===== config.mk =====
export PLATFORM = sky130hd
export DESIGN_NAME = de_jong_column_iterator_unit_flat
export DESIGN_NICKNAME = d
export VERILOG_FILES = /design/src/design/djci_pkg.sv /design/src/design/djci_in_if.sv /design/src/design/djci_out_if.sv /design/src/design/de_jong_column_iterator_unit.sv /design/src/design/djci_ctrl.sv /design/src/design/djci_datapath.sv /design/src/flat_wrapper.sv
export SDC_FILE = /design/constraint.sdc
export NUM_CORES = 2
export LEC_CHECK = 0
export ABC_AREA = 1
export BUFFER_PORTS_ARGS = -buffer_cell sky130_fd_sc_hd__buf_2
export CORE_ASPECT_RATIO = 0.9
export CORE_MARGIN = 2
export CORE_UTILIZATION = 55
export DETAILED_ROUTE_END_ITERATION = 7
export GPL_TIMING_DRIVEN = 0
export PLACE_DENSITY_LB_ADDON = 0.08
export SLEW_MARGIN = 40
export SYNTH_ARGS = -nofsm -noshare
export SYNTH_HDL_FRONTEND = slang
export SYNTH_SLANG_ARGS = --single-unit

===== constraint.sdc =====
create_clock -name clk -period 18.85 [get_ports clk]
set_clock_uncertainty 0.2 [all_clocks]
set_input_delay 1.885 -clock clk [delete_from_list [all_inputs] [get_ports clk]]
set_output_delay 1.885 -clock clk [all_outputs]
set_load 0.01 [all_outputs]

===== src/design/djci_pkg.sv =====
`timescale 1ns / 1ps
package djci_pkg;
  localparam int COORD_W = 17;
  localparam int COEF_W = 18;
  localparam int Q14_W = 16;
  localparam int CORDIC_STAGES = 16;
  localparam int STAGE_W = 4;
  localparam int MAX_COLUMNS = 4096;
  localparam logic signed [33:0] CORDIC_START = 34'sd652032874;
  localparam logic [21:0] PHASE_K = 22'd2670177;
  localparam logic signed [17:0] Y_OFFSET = 18'sd49152;
  localparam int Y_SPAN = 98304;
  localparam logic [15:0] DIV3_RECIP = 16'd43691;
  localparam logic [12:0] ROW_COUNT_RESET = 13'd512;

  typedef enum logic [3:0] {
    ST_IDLE, ST_MUL1, ST_MUL2, ST_ROT, ST_ROUND, ST_NEXT_EVAL,
    ST_COMBINE, ST_ROW_MUL, ST_ROW_DIV, ST_EMIT
  } state_t;

  typedef struct packed {
    logic load;
    logic mul1;
    logic mul2;
    logic rot;
    logic round;
    logic combine;
    logic row_mul;
    logic row_div;
    logic emit;
    logic [1:0] eval_sel;
  } cmd_t;

  typedef struct packed {
    logic rot_done;
    logic steps_zero;
    logic out_free;
  } status_t;

  function automatic logic [31:0] atan_turn(input logic [STAGE_W-1:0] i);
    logic [31:0] r;
    begin
      unique case (i)
        4'd0: r = 32'd536870912;
        4'd1: r = 32'd316933406;
        4'd2: r = 32'd167458907;
        4'd3: r = 32'd85004756;
        4'd4: r = 32'd42667331;
        4'd5: r = 32'd21354465;
        4'd6: r = 32'd10679838;
        4'd7: r = 32'd5340245;
        4'd8: r = 32'd2670163;
        4'd9: r = 32'd1335087;
        4'd10: r = 32'd667544;
        4'd11: r = 32'd333772;
        4'd12: r = 32'd166886;
        4'd13: r = 32'd83443;
        4'd14: r = 32'd41722;
        default: r = 32'd20861;
      endcase
      return r;
    end
  endfunction
endpackage


===== src/design/djci_in_if.sv =====
`timescale 1ns / 1ps
interface djci_in_if;
  logic valid;
  logic ready;
  logic [11:0] col_index;
  logic signed [17:0] coef_a;
  logic signed [17:0] coef_b;
  logic signed [17:0] coef_c;
  logic signed [17:0] coef_d;
  logic signed [16:0] start_x;
  logic signed [16:0] start_y;
  logic [6:0] step_count;
  modport source (output valid, col_index, coef_a, coef_b, coef_c, coef_d, start_x, start_y,
                  step_count, input ready);
  modport sink (input valid, col_index, coef_a, coef_b, coef_c, coef_d, start_x, start_y,
                step_count, output ready);
endinterface


===== src/design/djci_out_if.sv =====
`timescale 1ns / 1ps
interface djci_out_if;
  logic valid;
  logic ready;
  logic [11:0] plot_col;
  logic [11:0] plot_row;
  logic hit;
  logic signed [16:0] cur_x;
  logic signed [16:0] cur_y;
  logic last_step;
  modport source (output valid, plot_col, plot_row, hit, cur_x, cur_y, last_step,
                  input ready);
  modport sink (input valid, plot_col, plot_row, hit, cur_x, cur_y, last_step,
                output ready);
endinterface


===== src/design/de_jong_column_iterator_unit.sv =====
`timescale 1ns / 1ps
// Channel   Dir  Contents
// in_ch     in   column, coefficients a-d, start point, step count
// out_ch    out  column, row, hit, point, last step
// cfg       in   row_count write
// Each step takes four sine/cosine evaluations on one shared 16-iteration CORDIC
// rotator, plus the states that check the count, combine, compute the row and emit.
// Emitting each result waits while the output stalls.
// A new item is accepted only after the last result of the previous one is registered.
// Reset is synchronous; row_count returns to 512.
module de_jong_column_iterator_unit #(
  parameter int MAX_STEPS = 64
) (
  input  logic clk,
  input  logic rst,
  input  logic cfg_we,
  input  logic [12:0] cfg_data,
  djci_in_if.sink in_ch,
  djci_out_if.source out_ch
);
  djci_pkg::cmd_t cmd;
  djci_pkg::status_t status;

  djci_ctrl u_ctrl (
    .clk(clk), .rst(rst), .in_valid(in_ch.valid), .in_ready(in_ch.ready),
    .status(status), .cmd(cmd)
  );

  djci_datapath #(.MAX_STEPS(MAX_STEPS)) u_dp (
    .clk(clk), .rst(rst), .cmd(cmd), .status(status), .cfg_we(cfg_we),
    .cfg_data(cfg_data), .in_ch(in_ch), .out_ch(out_ch)
  );
endmodule


===== src/design/djci_ctrl.sv =====
`timescale 1ns / 1ps
module djci_ctrl (
  input  logic clk,
  input  logic rst,
  input  logic in_valid,
  output logic in_ready,
  input  djci_pkg::status_t status,
  output djci_pkg::cmd_t cmd
);
  djci_pkg::state_t state, state_next;
  logic [1:0] eval_sel, eval_sel_next;

  always_ff @(posedge clk) begin
    if (rst) begin
      state <= djci_pkg::ST_IDLE;
      eval_sel <= 2'd0;
    end else begin
      state <= state_next;
      eval_sel <= eval_sel_next;
    end
  end

  always_comb begin
    state_next = state;
    eval_sel_next = eval_sel;
    unique case (state)
      djci_pkg::ST_IDLE: begin
        if (in_valid) begin
          state_next = djci_pkg::ST_COMBINE;
          eval_sel_next = 2'd0;
        end
      end
      djci_pkg::ST_MUL1: state_next = djci_pkg::ST_MUL2;
      djci_pkg::ST_MUL2: state_next = djci_pkg::ST_ROT;
      djci_pkg::ST_ROT: if (status.rot_done) state_next = djci_pkg::ST_ROUND;
      djci_pkg::ST_ROUND: begin
        if (eval_sel == 2'd3) begin
          state_next = djci_pkg::ST_NEXT_EVAL;
        end else begin
          eval_sel_next = eval_sel + 2'd1;
          state_next = djci_pkg::ST_MUL1;
        end
      end
      djci_pkg::ST_NEXT_EVAL: state_next = djci_pkg::ST_ROW_MUL;
      djci_pkg::ST_ROW_MUL: state_next = djci_pkg::ST_ROW_DIV;
      djci_pkg::ST_ROW_DIV: state_next = djci_pkg::ST_EMIT;
      djci_pkg::ST_EMIT: begin
        if (status.out_free) begin
          state_next = djci_pkg::ST_COMBINE;
          eval_sel_next = 2'd0;
        end
      end
      djci_pkg::ST_COMBINE: begin
        if (status.steps_zero) state_next = djci_pkg::ST_IDLE;
        else state_next = djci_pkg::ST_MUL1;
      end
      default: state_next = djci_pkg::ST_IDLE;
    endcase
  end

  always_comb begin
    cmd = '0;
    cmd.eval_sel = eval_sel;
    in_ready = 1'b0;
    unique case (state)
      djci_pkg::ST_IDLE: begin
        in_ready = 1'b1;
        cmd.load = in_valid;
      end
      djci_pkg::ST_MUL1: cmd.mul1 = 1'b1;
      djci_pkg::ST_MUL2: cmd.mul2 = 1'b1;
      djci_pkg::ST_ROT: cmd.rot = 1'b1;
      djci_pkg::ST_ROUND: cmd.round = 1'b1;
      djci_pkg::ST_NEXT_EVAL: cmd.combine = 1'b1;
      djci_pkg::ST_ROW_MUL: cmd.row_mul = 1'b1;
      djci_pkg::ST_ROW_DIV: cmd.row_div = 1'b1;
      djci_pkg::ST_EMIT: cmd.emit = status.out_free;
      default: ;
    endcase
  end

  a_ready_idle: assert property (@(posedge clk) disable iff (rst)
    in_ready |-> state == djci_pkg::ST_IDLE) else $error("ready outside idle");
  a_rot_ends: assert property (@(posedge clk) disable iff (rst)
    (state == djci_pkg::ST_ROT && status.rot_done) |=> state == djci_pkg::ST_ROUND)
    else $error("cordic end missed");
  a_eval_round: assert property (@(posedge clk) disable iff (rst)
    state == djci_pkg::ST_NEXT_EVAL |-> $past(eval_sel) == 2'd3)
    else $error("step closed early");
endmodule


===== src/design/djci_datapath.sv =====
`timescale 1ns / 1ps
module djci_datapath #(
  parameter int MAX_STEPS = 64
) (
  input  logic clk,
  input  logic rst,
  input  djci_pkg::cmd_t cmd,
  output djci_pkg::status_t status,
  input  logic cfg_we,
  input  logic [12:0] cfg_data,
  djci_in_if.sink  in_ch,
  djci_out_if.source out_ch
);
  localparam int COL_W = $clog2(djci_pkg::MAX_COLUMNS);

  logic [12:0] row_count;
  logic [11:0] col;
  logic signed [17:0] coefs [4];
  logic signed [16:0] walk_x, walk_y;
  logic [6:0] steps_left;
  logic signed [35:0] prod;
  logic [1:0] quad;
  logic signed [33:0] cx, cy;
  logic signed [31:0] cz;
  logic [djci_pkg::STAGE_W-1:0] stage;
  logic signed [15:0] s1, c2, s3, c4;
  logic signed [16:0] nx, ny;
  logic [30:0] row_prod;
  logic [11:0] row_q;
  logic hit_r;
  logic out_valid;

  logic signed [17:0] sel_coef;
  logic signed [16:0] sel_pt;
  logic signed [15:0] rc, rs, qc, qs;
  logic signed [33:0] dx, dy;
  logic [57:0] phase_full;
  logic signed [17:0] ny_ext;
  logic [17:0] y_off;
  logic [15:0] row_hi;
  logic [31:0] row_recip;
  logic [12:0] row_div;
  logic [6:0] step_in;

  assign sel_coef = coefs[cmd.eval_sel];
  assign sel_pt = (cmd.eval_sel == 2'd0 || cmd.eval_sel == 2'd3) ? walk_y : walk_x;
  assign phase_full = {{22{prod[35]}}, prod} * {36'd0, djci_pkg::PHASE_K};
  assign dx = cy >>> stage;
  assign dy = cx >>> stage;
  assign rc = 16'((cx + 34'sd32768) >>> 16);
  assign rs = 16'((cy + 34'sd32768) >>> 16);
  always_comb begin
    case (quad)
      2'd0: begin qc = rc; qs = rs; end
      2'd1: begin qc = -rs; qs = rc; end
      2'd2: begin qc = -rc; qs = -rs; end
      default: begin qc = rs; qs = -rc; end
    endcase
  end
  assign ny_ext = 18'(ny);
  assign y_off = 18'(ny_ext + djci_pkg::Y_OFFSET);
  // The span is 3 * 2^15: drop 15 bits, then divide by 3 with a reciprocal.
  assign row_hi = row_prod[30:15];
  assign row_recip = 32'(row_hi) * 32'(djci_pkg::DIV3_RECIP);
  assign row_div = 13'(row_recip >> 17);
  assign step_in = (in_ch.step_count > 7'(MAX_STEPS)) ? 7'(MAX_STEPS) : in_ch.step_count;

  always_ff @(posedge clk) begin
    if (rst) begin
      row_count <= djci_pkg::ROW_COUNT_RESET;
      steps_left <= '0;
      out_valid <= 1'b0;
      walk_x <= '0;
      walk_y <= '0;
      for (int k = 0; k < 4; k++) coefs[k] <= '0;
    end else begin
      if (cfg_we) row_count <= cfg_data;
      if (cmd.emit) out_valid <= 1'b1;
      else if (out_valid && out_ch.ready) out_valid <= 1'b0;
      if (cmd.load) begin
        col <= 12'(in_ch.col_index[COL_W-1:0]);
        coefs[0] <= in_ch.coef_a;
        coefs[1] <= in_ch.coef_b;
        coefs[2] <= in_ch.coef_c;
        coefs[3] <= in_ch.coef_d;
        walk_x <= in_ch.start_x;
        walk_y <= in_ch.start_y;
        steps_left <= step_in;
      end
      if (cmd.mul1) prod <= sel_coef * sel_pt;
      if (cmd.mul2) begin
        stage <= '0;
        quad <= phase_full[51:50];
        cz <= {2'b00, phase_full[49:20]};
        cx <= djci_pkg::CORDIC_START;
        cy <= '0;
      end
      if (cmd.rot) begin
        if (cz >= 0) begin
          cx <= cx - dx; cy <= cy + dy;
          cz <= cz - $signed(djci_pkg::atan_turn(stage));
        end else begin
          cx <= cx + dx; cy <= cy - dy;
          cz <= cz + $signed(djci_pkg::atan_turn(stage));
        end
        stage <= stage + 1'b1;
      end
      if (cmd.round) begin
        case (cmd.eval_sel)
          2'd0: s1 <= qs;
          2'd1: c2 <= qc;
          2'd2: s3 <= qs;
          default: c4 <= qc;
        endcase
      end
      if (cmd.combine) begin
        nx <= 17'(s1) - 17'(c2);
        ny <= 17'(s3) - 17'(c4);
        walk_x <= 17'(s1) - 17'(c2);
        walk_y <= 17'(s3) - 17'(c4);
        steps_left <= steps_left - 7'd1;
      end
      if (cmd.row_mul) begin
        hit_r <= (ny_ext >= -djci_pkg::Y_OFFSET) && (ny_ext < djci_pkg::Y_OFFSET);
        row_prod <= 31'(y_off) * 31'(row_count);
      end
      if (cmd.row_div) begin
        row_q <= !hit_r ? 12'd0 : (row_div > 13'd4095) ? 12'd4095 : row_div[11:0];
      end
    end
  end

  assign status.rot_done = (stage == 4'(djci_pkg::CORDIC_STAGES - 1));
  assign status.steps_zero = (steps_left == '0);
  assign status.out_free = !out_valid || out_ch.ready;

  logic [11:0] o_col, o_row;
  logic o_hit, o_last;
  logic signed [16:0] o_x, o_y;
  always_ff @(posedge clk) begin
    if (cmd.emit) begin
      o_col <= col;
      o_row <= row_q;
      o_hit <= hit_r;
      o_x <= nx;
      o_y <= ny;
      o_last <= (steps_left == '0);
    end
  end
  assign out_ch.valid = out_valid;
  assign out_ch.plot_col = o_col;
  assign out_ch.plot_row = o_row;
  assign out_ch.hit = o_hit;
  assign out_ch.cur_x = o_x;
  assign out_ch.cur_y = o_y;
  assign out_ch.last_step = o_last;

  a_hold: assert property (@(posedge clk) disable iff (rst)
    (out_valid && !out_ch.ready) |=> out_valid && $stable(o_y))
    else $error("result lost");
  a_row_range: assert property (@(posedge clk) disable iff (rst)
    cmd.emit |-> (hit_r || row_q == 12'd0)) else $error("row without hit");
  a_load_steps: assert property (@(posedge clk) disable iff (rst)
    cmd.load |=> steps_left <= 7'(MAX_STEPS)) else $error("step count not saturated");
endmodule

===== src/flat_wrapper.sv =====
// flat-port wrapper written by rule: the top's interface ports become plain ports
module de_jong_column_iterator_unit_flat 
#(
  parameter int MAX_STEPS = 64
)
  (clk, rst, cfg_we, cfg_data, in_ch_valid, in_ch_col_index, in_ch_coef_a, in_ch_coef_b, in_ch_coef_c, in_ch_coef_d, in_ch_start_x, in_ch_start_y, in_ch_step_count, in_ch_ready, out_ch_valid, out_ch_plot_col, out_ch_plot_row, out_ch_hit, out_ch_cur_x, out_ch_cur_y, out_ch_last_step, out_ch_ready);
  djci_in_if in_ch_i ();
  djci_out_if out_ch_i ();
  input  logic clk;
  input  logic rst;
  input  logic cfg_we;
  input  logic [12:0] cfg_data;
  input wire logic [$bits(in_ch_i.valid)-1:0] in_ch_valid;
  input wire logic [$bits(in_ch_i.col_index)-1:0] in_ch_col_index;
  input wire logic [$bits(in_ch_i.coef_a)-1:0] in_ch_coef_a;
  input wire logic [$bits(in_ch_i.coef_b)-1:0] in_ch_coef_b;
  input wire logic [$bits(in_ch_i.coef_c)-1:0] in_ch_coef_c;
  input wire logic [$bits(in_ch_i.coef_d)-1:0] in_ch_coef_d;
  input wire logic [$bits(in_ch_i.start_x)-1:0] in_ch_start_x;
  input wire logic [$bits(in_ch_i.start_y)-1:0] in_ch_start_y;
  input wire logic [$bits(in_ch_i.step_count)-1:0] in_ch_step_count;
  output wire logic [$bits(in_ch_i.ready)-1:0] in_ch_ready;
  output wire logic [$bits(out_ch_i.valid)-1:0] out_ch_valid;
  output wire logic [$bits(out_ch_i.plot_col)-1:0] out_ch_plot_col;
  output wire logic [$bits(out_ch_i.plot_row)-1:0] out_ch_plot_row;
  output wire logic [$bits(out_ch_i.hit)-1:0] out_ch_hit;
  output wire logic [$bits(out_ch_i.cur_x)-1:0] out_ch_cur_x;
  output wire logic [$bits(out_ch_i.cur_y)-1:0] out_ch_cur_y;
  output wire logic [$bits(out_ch_i.last_step)-1:0] out_ch_last_step;
  input wire logic [$bits(out_ch_i.ready)-1:0] out_ch_ready;
  assign in_ch_i.valid = in_ch_valid;
  assign in_ch_i.col_index = in_ch_col_index;
  assign in_ch_i.coef_a = in_ch_coef_a;
  assign in_ch_i.coef_b = in_ch_coef_b;
  assign in_ch_i.coef_c = in_ch_coef_c;
  assign in_ch_i.coef_d = in_ch_coef_d;
  assign in_ch_i.start_x = in_ch_start_x;
  assign in_ch_i.start_y = in_ch_start_y;
  assign in_ch_i.step_count = in_ch_step_count;
  assign in_ch_ready = in_ch_i.ready;
  assign out_ch_valid = out_ch_i.valid;
  assign out_ch_plot_col = out_ch_i.plot_col;
  assign out_ch_plot_row = out_ch_i.plot_row;
  assign out_ch_hit = out_ch_i.hit;
  assign out_ch_cur_x = out_ch_i.cur_x;
  assign out_ch_cur_y = out_ch_i.cur_y;
  assign out_ch_last_step = out_ch_i.last_step;
  assign out_ch_i.ready = out_ch_ready;
  de_jong_column_iterator_unit #(.MAX_STEPS(MAX_STEPS)) u_core (.clk(clk), .rst(rst), .cfg_we(cfg_we), .cfg_data(cfg_data), .in_ch(in_ch_i), .out_ch(out_ch_i));
endmodule

==> results.sh <==
export IMPL_nFillCells=11900
export IMPL_firstDrtPassIters=6
export IMPL_fmax_mhz=111
export IMPL_hpwl_um=181000
export IMPL_crit_path_max_incr_delay_ns=1.02
export IMPL_final_max_slew_viol_count=0
export IMPL_critical_path_top_delay_family="adder cells"
export IMPL_setup_tns_ns=0
export IMPL_finalWirelength_um=217000
export IMPL_io_buffer_count=203
export IMPL_required_ns=19.06
export IMPL_synth_edff_count=412
export IMPL_worst_pin_slew_ns=0.894
export IMPL_finalNetCount=10800
export IMPL_yosysTopAreaCell="fa_1"
export IMPL_synthToLayoutAreaGrowth_pct=8.16
export IMPL_hold_violations=0
export IMPL_synth_cells=8795
export IMPL_grt_pass1_vias=60000
export IMPL_rsz0062_at_grt="no"
export IMPL_clkSinkCount=505
export IMPL_initial_core_util_pct=55.4
export IMPL_die_h_um=343
export IMPL_ys_seq_elements=505
export IMPL_status="completed"
export IMPL_overflow=0
export IMPL_via_per_inst=5.53
export IMPL_yosys_cell_count_top_type="inv_1"
export IMPL_path_common_cell="inv_1"
export IMPL_avgSynthCellArea_um2=7.99
export IMPL_ios=205
export IMPL_ctsResizeCount=0
export IMPL_drtIter0Drc=4996
export IMPL_holdWs_ns=0.220
export IMPL_cts_tree="done"
export IMPL_fp_row_count=124
export IMPL_syn_cell_area_um2=70300
export IMPL_drive_gt1_share_pct=5.98
export IMPL_slew_headroom_pct=39.8
export IMPL_hold_class="reg2reg"
export IMPL_arrival_ns=9.21
export IMPL_critPathLaunchType="register"
export IMPL_cts_buffers=56
export IMPL_synth_cell_types=60
export IMPL_core_area_um2=127000
export IMPL_critical_path_class="reg2reg"
export IMPL_dr_total_vias=60000
export IMPL_cts_path_max_buffers=3
export IMPL_drv_cap=0
export IMPL_gp_congestion=0.997
export IMPL_antenna_found_initial=6
export IMPL_fin_crit_ns=9.00
export IMPL_pre_cts_ws_ns=10.05
export IMPL_path_buf_inv=9
export IMPL_setup_viol_count_final=0
export IMPL_die_x_um=381
export IMPL_hold_buffers=0
export IMPL_crit_path_end_kind="register"
export IMPL_grt_max_degree=38
export IMPL_routedWlPerCell_um=20.0
export IMPL_cp_max_fo=10
export IMPL_track_usage_pct=33.1
export IMPL_htree_levels=2
export IMPL_grt_pass1_wl_um=337000
export IMPL_postCtsSetupBuffers=0
export IMPL_synthTopCellsByCount="1974 x inv_1, 1609 x nand2_1, 864 x fa_1, 748 x nor2_1, 698 x ha_1"
export IMPL_synthTopCellsByArea="fa_1 25%, edfxtp_1 18%, ha_1 12%, inv_1 11%, nand2_1 8.6%"
export IMPL_setup_ws_ns=9.85
export IMPL_clkLatencyLatePin_ns=0.68
export IMPL_synth_async_reset_ratio_pct=0
export IMPL_clockRootBuffer="clkbuf_16"
export IMPL_drtAntennaViolNets=0
export IMPL_post_route_period_util_pct=47.8
export IMPL_synth_fp_nets=10500
export IMPL_dieArea_um2=131000
export IMPL_synth_seq_area_share_pct=20.2
export IMPL_synth_top_area_share_pct=24.6
export IMPL_drc_errors=0
export IMPL_ys_warn_count=0
export IMPL_cp_slowest_cell="fa_1"
export IMPL_clk_pin_slew_ns=0.06
export IMPL_ys_flop_type="edfxtp_1"
[flip-flops by register name, summed over array words and instances, names as in the netlist, 12 cells and up, named ones only]
register and count:
u_core.u_dp.cy 34, u_core.u_dp.row_prod 16, u_core.u_dp.walk_x 17, u_core.u_dp.c2 16, u_core.u_dp.row_count 13, u_core.u_dp.nx 17, u_core.u_dp.ny 17, u_core.u_dp.out_ch.plot_row 12
u_core.u_dp.coefs 72, u_core.u_dp.cx 34, u_core.u_dp.out_ch.cur_x 17, u_core.u_dp.cz 32, u_core.u_dp.out_ch.cur_y 17, u_core.u_dp.s1 16, u_core.u_dp.col 12, u_core.u_dp.walk_y 17
u_core.u_dp.prod 35, u_core.u_dp.out_ch.plot_col 12, u_core.u_dp.row_q 12, u_core.u_dp.c4 16, u_core.u_dp.s3 16
[worst register-to-register path: cells and delay by family, from the launching register on]
kind	cells	cell delay (ns)
adders and majority gates	7	3.78
AOI/OAI and AO/OA	2	0.36
xor gates and xnor gates	1	0.16
and+or+nand+nor	6	1.53
buffers and inverters	9	2.34
DFF	1	0.38
[cell families after synthesis]
logic type,Yosys count,synth area share (%)
AND/OR/NAND/NOR,3206,19.3
buffers and inverters,2213,12.0
adder cells (fa/ha/maj),1563,37.0
AO/OA/AOI/OAI,1071,8.56
flip-flops,505,20.2
XOR/XNOR,237,2.95
[cells in the final DEF (no fill, tap or decap), types with 35 or more instances in the layout]
cell	instances
nand4_1	76
buf_2	267
o21ai_0	332
ha_1	698
dfxtp_1	93
edfxtp_1	412
inv_1	1974
a31oi_1	57
clkbuf_1	140
clkbuf_16	65
nand3_1	551
xor2_1	133
nor2_1	741
o21a_1	35
nor3_1	67
a21oi_1	441
xnor2_1	103
nand2_1	1608
fa_1	864
[cell type report]
cell class | instances | area [µm²] | share of cell area [%]
Antenna cell | 2 | 5.00 | 0.00658
Buffer | 206 | 895 | 1.18
Clock buffer | 73 | 1680 | 2.21
Clock inverter | 33 | 412 | 0.541
Inverter | 2007 | 7530 | 9.91
Multi-Input combinational cell | 6077 | 47800 | 62.8
Sequential cell | 505 | 14200 | 18.7
Tap cell | 1701 | 2130 | 2.80
Timing Repair Buffer | 242 | 1380 | 1.82
[routing by layer]
layer	up-vias	global-route usage, %	share of wire (%)
li1	28300	-	-
met1	29200	45.4	43
met2	2103	54.9	47
met3	373	4.03	6.6
met4	6	10.6	3.4
met5	-	0	0.019
[worst paths after layout]
check                                                             from                                       end  slack (ns)  cells past startpoint
worst max-delay path            u_core.u_ctrl.eval_sel[0]$_SDFFE_PP0P_            u_core.u_dp.prod[27]$_DFFE_PP_        9.85                     25
worst min-delay path                      u_core.u_dp.col[2]$_DFFE_PP_  u_core.u_dp.out_ch.plot_col[2]$_DFFE_PP_        0.22                      0
worst max register to register  u_core.u_ctrl.eval_sel[0]$_SDFFE_PP0P_            u_core.u_dp.prod[27]$_DFFE_PP_        9.85                     25
worst min register to register            u_core.u_dp.col[2]$_DFFE_PP_  u_core.u_dp.out_ch.plot_col[2]$_DFFE_PP_        0.22                      0
[metrics by stage]
step | area [µm²] | util (%) | instances
2_1_floorplan | 70300 | - | 8795
3_3_place_gp | 73500 | 57.9 | 10700
3_5_place_dp | 73900 | 58.3 | 10700
4_1_cts | 76000 | 59.9 | 10800
5_1_grt | 76100 | 59.9 | 10800
6_report | 76100 | 59.9 | 10800
Power is left out: the tool's default activity adds up to more than one toggle a clock period on the data nets, which glitch-free logic cannot reach.
